<file path="src/rtl/oul_pkg.sv">
// Shared types, codes and defaults for the ordered unique id list.
package oul_pkg;

   localparam int DEFAULT_LIST_DEPTH = 64;
   localparam int DEFAULT_ID_WIDTH   = 32;

   localparam int MODE_WIDTH   = 2;
   localparam int ID_FIELD_W   = 32;
   localparam int POS_WIDTH    = 7;
   localparam int STATUS_WIDTH = 3;
   localparam int COUNT_FIELD_W = 7;

   localparam logic [MODE_WIDTH-1:0] MODE_APPEND = 2'd0;
   localparam logic [MODE_WIDTH-1:0] MODE_REMOVE = 2'd1;
   localparam logic [MODE_WIDTH-1:0] MODE_MOVE   = 2'd2;
   localparam logic [MODE_WIDTH-1:0] MODE_RSVD   = 2'd3;

   localparam logic [STATUS_WIDTH-1:0] STATUS_OK       = 3'd0;
   localparam logic [STATUS_WIDTH-1:0] STATUS_DUP      = 3'd1;
   localparam logic [STATUS_WIDTH-1:0] STATUS_FULL     = 3'd2;
   localparam logic [STATUS_WIDTH-1:0] STATUS_NOTFOUND = 3'd3;
   localparam logic [STATUS_WIDTH-1:0] STATUS_INVALID  = 3'd4;

   typedef struct packed {
      logic [MODE_WIDTH-1:0] mode;
      logic [ID_FIELD_W-1:0] item_id;
      logic [POS_WIDTH-1:0]  target_position;
   } req_type;

   typedef struct packed {
      logic [STATUS_WIDTH-1:0]  status;
      logic [COUNT_FIELD_W-1:0] entry_count;
   } rsp_type;

   // Commands from the controller to the datapath.
   typedef struct packed {
      logic                    start;
      logic                    scan_step;
      logic                    shift_init;
      logic                    shift_step;
      logic                    append_wr;
      logic                    place_wr;
      logic                    dec_count;
      logic                    set_status;
      logic [STATUS_WIDTH-1:0] status_code;
      logic                    load_rsp;
   } cmd_type;

   // Status from the datapath to the controller.
   typedef struct packed {
      logic invalid;
      logic hit;
      logic miss;
      logic full;
      logic shift_done;
      logic is_append;
      logic is_remove;
   } stat_type;

endpackage

</file>
<file path="src/rtl/oul_dp.sv">
// Datapath of the ordered unique id list: entry memory, count, scan and shift pointers.
module oul_dp #(
   parameter int LIST_DEPTH = oul_pkg::DEFAULT_LIST_DEPTH,
   parameter int ID_WIDTH   = oul_pkg::DEFAULT_ID_WIDTH
) (
   input  logic             clock,
   input  logic             reset,
   input  oul_pkg::req_type req_data,
   input  oul_pkg::cmd_type cmd,
   output oul_pkg::stat_type stat,
   output oul_pkg::rsp_type rsp_data
);
   import oul_pkg::*;

   localparam int IDX_W = $clog2(LIST_DEPTH);
   localparam int CNT_W = $clog2(LIST_DEPTH + 1);
   localparam int CMP_W = (CNT_W > POS_WIDTH) ? CNT_W : POS_WIDTH;

   logic [ID_WIDTH-1:0] entry_store_ff [LIST_DEPTH];

   logic [MODE_WIDTH-1:0]   mode_ff, mode_in;
   logic [ID_WIDTH-1:0]     id_ff, id_in;
   logic [POS_WIDTH-1:0]    pos_ff, pos_in;
   logic [CNT_W-1:0]        count_ff, count_in;
   logic [CNT_W-1:0]        scan_idx_ff, scan_idx_in;
   logic                    cmp_valid_ff, cmp_valid_in;
   logic [IDX_W-1:0]        cmp_idx_ff, cmp_idx_in;
   logic [ID_WIDTH-1:0]     rd_data_ff;
   logic [IDX_W-1:0]        rd_ptr_ff, rd_ptr_in;
   logic [IDX_W-1:0]        pend_dst_ff, pend_dst_in;
   logic                    pend_ff, pend_in;
   logic [CNT_W-1:0]        left_ff, left_in;
   logic                    up_ff, up_in;
   logic [IDX_W-1:0]        to_ff, to_in;
   logic [STATUS_WIDTH-1:0] status_ff, status_in;
   rsp_type                 rsp_data_ff, rsp_data_in;

   logic                scan_more;
   logic [CMP_W-1:0]    pos_x, cnt_x, pos_c;
   logic [IDX_W-1:0]    to_c, diff_up, diff_dn;
   logic                up_c;
   logic [CNT_W-1:0]    n_c;
   logic [IDX_W-1:0]    rd_addr;
   logic                wr_en;
   logic [IDX_W-1:0]    wr_addr;
   logic [ID_WIDTH-1:0] wr_data;

   assign scan_more = scan_idx_ff < count_ff;

   // Clamp the move position to 1..count and turn it into a slot index.
   assign pos_x = CMP_W'(pos_ff);
   assign cnt_x = CMP_W'(count_ff);
   assign pos_c = (pos_x == '0) ? CMP_W'(1) : ((pos_x > cnt_x) ? cnt_x : pos_x);
   assign to_c  = IDX_W'(pos_c - CMP_W'(1));

   assign diff_up = to_c - cmp_idx_ff;
   assign diff_dn = cmp_idx_ff - to_c;

   always_comb begin
      up_c = 1'b1;
      n_c  = count_ff - CNT_W'(cmp_idx_ff) - CNT_W'(1);
      if (mode_ff == MODE_MOVE) begin
         up_c = to_c > cmp_idx_ff;
         n_c  = up_c ? CNT_W'(diff_up) : CNT_W'(diff_dn);
      end
   end

   assign rd_addr = cmd.shift_step ? rd_ptr_ff : scan_idx_ff[IDX_W-1:0];

   always_comb begin
      wr_en   = 1'b0;
      wr_addr = pend_dst_ff;
      wr_data = rd_data_ff;
      if (cmd.append_wr) begin
         wr_en   = 1'b1;
         wr_addr = count_ff[IDX_W-1:0];
         wr_data = id_ff;
      end else if (cmd.place_wr) begin
         wr_en   = 1'b1;
         wr_addr = to_ff;
         wr_data = id_ff;
      end else if (cmd.shift_step && pend_ff) begin
         wr_en = 1'b1;
      end
   end

   always_comb begin
      mode_in      = mode_ff;
      id_in        = id_ff;
      pos_in       = pos_ff;
      count_in     = count_ff;
      scan_idx_in  = scan_idx_ff;
      cmp_valid_in = cmp_valid_ff;
      cmp_idx_in   = cmp_idx_ff;
      rd_ptr_in    = rd_ptr_ff;
      pend_dst_in  = pend_dst_ff;
      pend_in      = pend_ff;
      left_in      = left_ff;
      up_in        = up_ff;
      to_in        = to_ff;
      status_in    = status_ff;
      rsp_data_in  = rsp_data_ff;

      if (cmd.start) begin
         mode_in      = req_data.mode;
         id_in        = ID_WIDTH'(req_data.item_id);
         pos_in       = req_data.target_position;
         scan_idx_in  = '0;
         cmp_valid_in = 1'b0;
      end
      if (cmd.scan_step) begin
         cmp_valid_in = scan_more;
         if (scan_more) begin
            cmp_idx_in  = scan_idx_ff[IDX_W-1:0];
            scan_idx_in = scan_idx_ff + CNT_W'(1);
         end
      end
      if (cmd.shift_init) begin
         rd_ptr_in = up_c ? cmp_idx_ff + IDX_W'(1) : cmp_idx_ff - IDX_W'(1);
         left_in   = n_c;
         up_in     = up_c;
         to_in     = to_c;
         pend_in   = 1'b0;
      end
      if (cmd.shift_step) begin
         pend_in = left_ff != '0;
         if (left_ff != '0) begin
            rd_ptr_in   = up_ff ? rd_ptr_ff + IDX_W'(1) : rd_ptr_ff - IDX_W'(1);
            pend_dst_in = up_ff ? rd_ptr_ff - IDX_W'(1) : rd_ptr_ff + IDX_W'(1);
            left_in     = left_ff - CNT_W'(1);
         end
      end
      if (cmd.append_wr) begin
         count_in = count_ff + CNT_W'(1);
      end
      if (cmd.dec_count) begin
         count_in = count_ff - CNT_W'(1);
      end
      if (cmd.set_status) begin
         status_in = cmd.status_code;
      end
      if (cmd.load_rsp) begin
         rsp_data_in.status      = status_ff;
         rsp_data_in.entry_count = COUNT_FIELD_W'(count_ff);
      end
   end

   always_ff @(posedge clock) begin
      if (wr_en) begin
         entry_store_ff[wr_addr] <= wr_data;
      end
      rd_data_ff <= entry_store_ff[rd_addr];
   end

   always_ff @(posedge clock) begin
      if (reset) begin
         count_ff     <= '0;
         cmp_valid_ff <= 1'b0;
         pend_ff      <= 1'b0;
      end else begin
         count_ff     <= count_in;
         cmp_valid_ff <= cmp_valid_in;
         pend_ff      <= pend_in;
      end
   end

   always_ff @(posedge clock) begin
      mode_ff     <= mode_in;
      id_ff       <= id_in;
      pos_ff      <= pos_in;
      scan_idx_ff <= scan_idx_in;
      cmp_idx_ff  <= cmp_idx_in;
      rd_ptr_ff   <= rd_ptr_in;
      pend_dst_ff <= pend_dst_in;
      left_ff     <= left_in;
      up_ff       <= up_in;
      to_ff       <= to_in;
      status_ff   <= status_in;
      rsp_data_ff <= rsp_data_in;
   end

   assign stat.invalid    = (id_ff == '0) || (mode_ff == MODE_RSVD);
   assign stat.hit        = cmp_valid_ff && (rd_data_ff == id_ff);
   assign stat.miss       = !cmp_valid_ff && !scan_more;
   assign stat.full       = count_ff == CNT_W'(LIST_DEPTH);
   assign stat.shift_done = (left_ff == '0) && !pend_ff;
   assign stat.is_append  = mode_ff == MODE_APPEND;
   assign stat.is_remove  = mode_ff == MODE_REMOVE;

   assign rsp_data = rsp_data_ff;

   count_bound_a: assert property (@(posedge clock) disable iff (reset)
      count_ff <= CNT_W'(LIST_DEPTH))
      else $error("entry count above list depth");

   count_step_a: assert property (@(posedge clock) disable iff (reset)
      1'b1 |=> (count_ff == $past(count_ff) || count_ff == $past(count_ff) + CNT_W'(1)
                || count_ff == $past(count_ff) - CNT_W'(1)))
      else $error("entry count changed by more than one");

endmodule

</file>
<file path="src/rtl/oul_ctrl.sv">
// Controller state machine of the ordered unique id list.
module oul_ctrl (
   input  logic              clock,
   input  logic              reset,
   input  logic              req_valid,
   output logic              req_stall,
   output logic              rsp_valid,
   input  logic              rsp_stall,
   input  oul_pkg::stat_type stat,
   output oul_pkg::cmd_type  cmd
);
   import oul_pkg::*;

   typedef enum logic [5:0] {
      S_IDLE   = 6'b000001,
      S_CHECK  = 6'b000010,
      S_SCAN   = 6'b000100,
      S_SHIFT  = 6'b001000,
      S_PLACE  = 6'b010000,
      S_FINISH = 6'b100000
   } state_type;

   state_type state_ff, state_in;
   logic      rsp_valid_ff, rsp_valid_in;

   always_comb begin
      cmd          = '0;
      state_in     = state_ff;
      rsp_valid_in = rsp_valid_ff && rsp_stall;
      req_stall    = state_ff != S_IDLE;
      case (state_ff)
         S_IDLE: begin
            if (req_valid) begin
               cmd.start = 1'b1;
               state_in  = S_CHECK;
            end
         end
         S_CHECK: begin
            if (stat.invalid) begin
               cmd.set_status  = 1'b1;
               cmd.status_code = STATUS_INVALID;
               state_in        = S_FINISH;
            end else begin
               state_in = S_SCAN;
            end
         end
         S_SCAN: begin
            if (stat.hit) begin
               if (stat.is_append) begin
                  cmd.set_status  = 1'b1;
                  cmd.status_code = STATUS_DUP;
                  state_in        = S_FINISH;
               end else begin
                  cmd.shift_init = 1'b1;
                  state_in       = S_SHIFT;
               end
            end else if (stat.miss) begin
               cmd.set_status = 1'b1;
               state_in       = S_FINISH;
               if (!stat.is_append) begin
                  cmd.status_code = STATUS_NOTFOUND;
               end else if (stat.full) begin
                  cmd.status_code = STATUS_FULL;
               end else begin
                  cmd.status_code = STATUS_OK;
                  cmd.append_wr   = 1'b1;
               end
            end else begin
               cmd.scan_step = 1'b1;
            end
         end
         S_SHIFT: begin
            cmd.shift_step = 1'b1;
            if (stat.shift_done) begin
               state_in = S_PLACE;
            end
         end
         S_PLACE: begin
            cmd.dec_count   = stat.is_remove;
            cmd.place_wr    = !stat.is_remove;
            cmd.set_status  = 1'b1;
            cmd.status_code = STATUS_OK;
            state_in        = S_FINISH;
         end
         S_FINISH: begin
            if (!(rsp_valid_ff && rsp_stall)) begin
               cmd.load_rsp = 1'b1;
               rsp_valid_in = 1'b1;
               state_in     = S_IDLE;
            end
         end
         default: begin
            state_in = S_IDLE;
         end
      endcase
   end

   always_ff @(posedge clock) begin
      if (reset) begin
         state_ff     <= S_IDLE;
         rsp_valid_ff <= 1'b0;
      end else begin
         state_ff     <= state_in;
         rsp_valid_ff <= rsp_valid_in;
      end
   end

   assign rsp_valid = rsp_valid_ff;

   accept_starts_a: assert property (@(posedge clock) disable iff (reset)
      (req_valid && !req_stall) |=> state_ff == S_CHECK)
      else $error("accepted beat did not start an operation");

   no_overwrite_a: assert property (@(posedge clock) disable iff (reset)
      cmd.load_rsp |-> !(rsp_valid_ff && rsp_stall))
      else $error("result register overwritten while its beat is stalled");

endmodule

</file>
<file path="src/rtl/ordered_unique_id_list.sv">
// Top level of the ordered unique id list: controller and datapath.
//
//   Channel   Direction  Handshake             Beat contents
//   req_      in         req_valid/req_stall   mode, item_id, target_position
//   rsp_      out        rsp_valid/rsp_stall   status, entry_count
//
// One operation runs at a time, and every scan or shift step costs one memory read.
// A zero id or the unused mode is answered without a scan; an append or a miss scans
// every entry, a duplicate ends the scan at its slot, and a remove or move scans to the
// id, shifts the entries after its slot (remove) or up to the target slot (move), and
// then drops or places the id.
// Synchronous reset clears the count and the control state; the memory is not cleared,
// since only slots below the count are compared. A stalled result does not block a new
// request; the next result waits in the controller until the stalled beat is taken.
module ordered_unique_id_list #(
   parameter int LIST_DEPTH = oul_pkg::DEFAULT_LIST_DEPTH,
   parameter int ID_WIDTH   = oul_pkg::DEFAULT_ID_WIDTH
) (
   input  logic             clock,
   input  logic             reset,
   input  logic             req_valid,
   output logic             req_stall,
   input  oul_pkg::req_type req_data,
   output logic             rsp_valid,
   input  logic             rsp_stall,
   output oul_pkg::rsp_type rsp_data
);
   import oul_pkg::*;

   // Commands flow from the controller to the datapath, and the datapath
   // reports the scan result, list fullness and shift progress back.
   cmd_type  cmd;
   stat_type stat;

   // The controller sequences each operation: check the id, scan the list,
   // shift entries to close or open a gap, place the id and answer.
   oul_ctrl u_ctrl (
      .clock     (clock),
      .reset     (reset),
      .req_valid (req_valid),
      .req_stall (req_stall),
      .rsp_valid (rsp_valid),
      .rsp_stall (rsp_stall),
      .stat      (stat),
      .cmd       (cmd)
   );

   // The datapath holds the ids, the count and the result register.
   oul_dp #(
      .LIST_DEPTH (LIST_DEPTH),
      .ID_WIDTH   (ID_WIDTH)
   ) u_dp (
      .clock    (clock),
      .reset    (reset),
      .req_data (req_data),
      .cmd      (cmd),
      .stat     (stat),
      .rsp_data (rsp_data)
   );

endmodule
</file>
<file path="config.mk">
export PLATFORM = sky130hd
export DESIGN_NAME = ordered_unique_id_list
export DESIGN_NICKNAME = d
export VERILOG_FILES = /design/src/rtl/oul_pkg.sv /design/src/rtl/oul_dp.sv /design/src/rtl/oul_ctrl.sv /design/src/rtl/ordered_unique_id_list.sv
export SDC_FILE = /design/constraint.sdc
export NUM_CORES = 2
export LEC_CHECK = 0
export BUFFER_PORTS_ARGS = -buffer_cell sky130_fd_sc_hd__buf_2
export CORE_MARGIN = 8
export CORE_UTILIZATION = 35
export DETAILED_ROUTE_END_ITERATION = 8
export SLEW_MARGIN = 25
export SYNTH_ARGS = -nofsm -noshare
export SYNTH_HDL_FRONTEND = slang
export SYNTH_HIERARCHICAL = 1
export SYNTH_SLANG_ARGS = --single-unit
</file>
<file path="constraint.sdc">
create_clock -name clock -period 6.65 [get_ports clock]
set_clock_uncertainty 0.05 [all_clocks]
set_input_delay 0.665 -clock clock [delete_from_list [all_inputs] [get_ports clock]]
set_output_delay 0.665 -clock clock [all_outputs]
set_load 0.02 [all_outputs]
</file>
==> run_results.csv <==
group,metric,value,unit
run_status,status,"finished, final reports clean",
critical_path,cp_cell_sequence,"nor4_2 -> nand2_1 -> inv_8 -> buf_4 -> or3b_2 -> and2_4 -> buf_4 -> o21ai_0 -> a221oi_1 -> a2111oi_2 -> nor2_1 -> a211oi_1 -> buf_4 -> a31oi_1",
clocking,post_cts_resized,0,
detailed_routing,drt_iter0_markers,9279,
clocking,cts.clk_slew.worst_paths,0.06,ns
placed_design,hpwl,192300,µm
floorplanning,die_x,525.2,µm
critical_path,cpMostUsedCell,"buf_4",
timing,finalHoldViolations,0,
clocking,htreeDepth,4,
yosys,yosysWarningCount,6,
floorplanning,die_y,525.2,µm
yosys,seq_area_frac_synth,71.68,%
grt,grt_start_max_net_pins,104,
power_and_ir_drop,p_per_area,264.0,nW/µm²
floorplanning,pin_count,57,
grt,grt_pass1_wl,453200,µm
detailed_routing,num_vias,63798,
critical_path,arrival,6.29,ns
clocking,cts_tree,"done",
grt,antenna_found_initial,26,
yosys,synth-edff-count,2121,
placed_design,io_buffers,56,
finish,fillCellCount,23740,
yosys,synthesis.area,90750,µm²
detailed_routing,wirelength,322700,µm
finish,final_common_cell,"edfxtp_1",
timing,final.setup.tns,0,ns
yosys,synth_cell_type_count,96,
power_and_ir_drop,p_sw_share,20.49,%
detailed_routing,ant_nets,0,
floorplanning,initial_core_util,35.07,%
timing,worst_pin_slew,1.241,ns
timing,min_period,5.570,ns
floorplanning,rows,187,
yosys,syn-instance-count,6852,
clocking,cts_made_buffers,218,
hold_path,min_path_type,"in -> reg",
critical_path,start_kind,"register",
yosys,syn-num-nets,6942,
yosys,ys_seq_elements,2189,
yosys,async_flop_share,0,%
critical_path,setup.worst_path.class,"reg -> reg",
power_and_ir_drop,vdd_drop_max,0.0002277,V
grt,grt_overflow,0,
power_and_ir_drop,switchingPower,5626,µW
power_and_ir_drop,power.internal,21820,µW
finish,drive_gt1_share,11.60,%
clocking,cts-root-buf,"clkbuf_16",
timing,relSlewSlack,17.02,%
power_and_ir_drop,leakage,0.03283,µW
finish,layout_common_cells,"edfxtp_1, nand2_1, a21oi_1",
grt,first_global_vias,60277,
power_and_ir_drop,power,27450,µW
placed_design,placed_cells,10123,
power_and_ir_drop,pwr-share-clk,43.7,%
power_and_ir_drop,sequentialPowerShare,54.9,%
critical_path,required,7.37,ns
floorplanning,coreArea,258800,µm²
floorplanning,dieArea,275800,µm²
finish,area_growth_syn_to_layout,14.59,%
detailed_routing,viasPerCell,6.031,
yosys,ys.flop_type,"edfxtp_1",
critical_path,crit_path_end_kind,"register",
clocking,clock_sinks,2189,
grt,track_usage,22.34,%
timing,fin_crit_sh,83.77,%
timing,whs,0.1156,ns
timing,fmax,0.1795,GHz
detailed_routing,drc,0,
finish,fin_util,40.18,%
power_and_ir_drop,power_frac_comb,1.5,%
critical_path,crit_slowest_cell,"and2_4",
finish,instances_no_fill,10578,
critical_path,cp_max_fo,53,
detailed_routing,wire_per_inst,30.50,µm
clocking,cts_buffer_depth,3,
critical_path,critPathMaxStageDelay,0.77,ns
yosys,synth.avg_cell_area,13.24,µm²
clocking,clk_latency,0.88,ns
run,max_cap_viol_count,0,
timing,grt_setup_unrepaired,"no",
placed_design,place_congestion,0.9251,
detailed_routing,drt_pass1_iterations,6,
timing,setup_violations,0,
finish,final_nets,7071,
timing,drv_slew,0,
[cells in the mapped netlist, types with 19 or more instances]
master	instances	area, µm²
edfxtp_1	2121	63690
nand2_1	743	2789
a21oi_1	734	3674
o21ai_0	733	3669
nor2_1	478	1794
buf_2	210	1051
clkbuf_1	186	698.2
a211oi_1	134	1006
o211ai_1	128	960.9
a221oi_1	85	744.5
a31oi_1	85	531.8
o22ai_1	77	481.7
nor3_1	74	370.4
dfxtp_1	68	1361
inv_1	68	255.2
o2111ai_1	58	508.0
xnor2_1	51	446.7
nand3_1	44	220.2
a21o_1	42	315.3
ha_1	41	513.0
a22oi_1	39	292.8
nand2b_1	39	244.0
buf_4	38	285.3
nand4_1	38	237.7
mux2_2	37	416.7
a2bb2oi_1	35	306.5
buf_1	30	112.6
nand3b_1	30	225.2
o311ai_0	27	236.5
o31ai_1	26	195.2
o221ai_1	25	219.0
o32ai_1	25	219.0
buf_6	19	214.0
[kinds of logic after synthesis]
logic type / after synthesis / synth area share, %
AOI/OAI and AO/OA: 2417 / 16.32
xor gates and xnor gates: 61 / 0.5887
adders and majority gates: 45 / 0.6535
buffers and inverters: 556 / 2.905
DFF: 2189 / 71.68
muxes: 59 / 0.7487
and+or+nand+nor: 1525 / 7.103
[metal layers]
layer  global-route usage, %  up-vias  part of all wire, %
li1                        -    26781                    -
met1                   29.30    31909                   38
met2                   33.64     4240                   44
met3                   5.609      864                   12
met4                   13.02        4                  6.6
met5                       0        -               0.0077
[area by class of cell]
| cell class | count | area (µm²) | area share, % |
|---|---|---|---|
| diodes | 11 | 27.53 | 0.02647 |
| clock buffers | 271 | 5707 | 5.488 |
| clock inverters | 133 | 1139 | 1.095 |
| inverters | 72 | 277.8 | 0.2671 |
| multi-input cells | 4107 | 23910 | 22.99 |
| flip-flops and latches | 2189 | 65070 | 62.57 |
| well taps | 3402 | 4257 | 4.093 |
| repair buffers | 393 | 3607 | 3.469 |
[stage by stage]
step,area (µm²),worst slack (ns)
2_1_floorplan,90750,1.853
3_3_place_gp,96300,1.107
3_5_place_dp,96700,1.278
4_1_cts,103900,1.257
5_1_grt,104000,0.7558
6_report,104000,1.080
[state kept, by name, indices dropped and copies added, names as in the netlist, 7 cells and up]
signal	count
u_dp/left_ff	7
u_dp/scan_idx_ff	7
u_dp/entry_store_ff	2048
u_dp/pos_ff	7
u_dp/rsp_data	10
u_dp/id_ff	32
u_dp/rd_data_ff	32
u_dp/cnt_x	7
[worst max-delay path, delay by kind of cell (launching register included)]
family          cells  cell delay (ns)
simple gates        5             2.45
buf+inv             4             1.45
compound gates      5             1.03
flops               1             0.37
[power groups by stage]
stage               logic (µW)  registers [µW]  clock network (µW)
finish                     403           15100               12000
detailed placement         380           15300                   0
floorplan                  255           15300                   0
CTS                        400           15100               12100
global route               439           15100               12600
global placement           383           15300                   0
[final timing paths]
| check | start | to | slack [ns] | depth (start not counted) |
|---|---|---|---|---|
| worst max-delay path | u_ctrl/state_ff[4] | u_dp/rd_data_ff[2] | 1.08 | 14 |
| worst min-delay path | req_data[8] | u_dp/id_ff[1] | 0.12 | 1 |
| worst max register to register | u_ctrl/state_ff[4] | u_dp/rd_data_ff[2] | 1.08 | 14 |
| worst min register to register | u_dp/status_ff[2] | u_dp/rsp_data[9] | 0.37 | 0 |
[what timing repair did]
action / in CTS / in global routing
hold endpoints to repair: 40 / 0
hold buffers: 40 / 0
buffers inserted: 0 / 0
setup endpoints to repair: 0 / 0
Note: power is estimated with default switching activity, not from simulation.
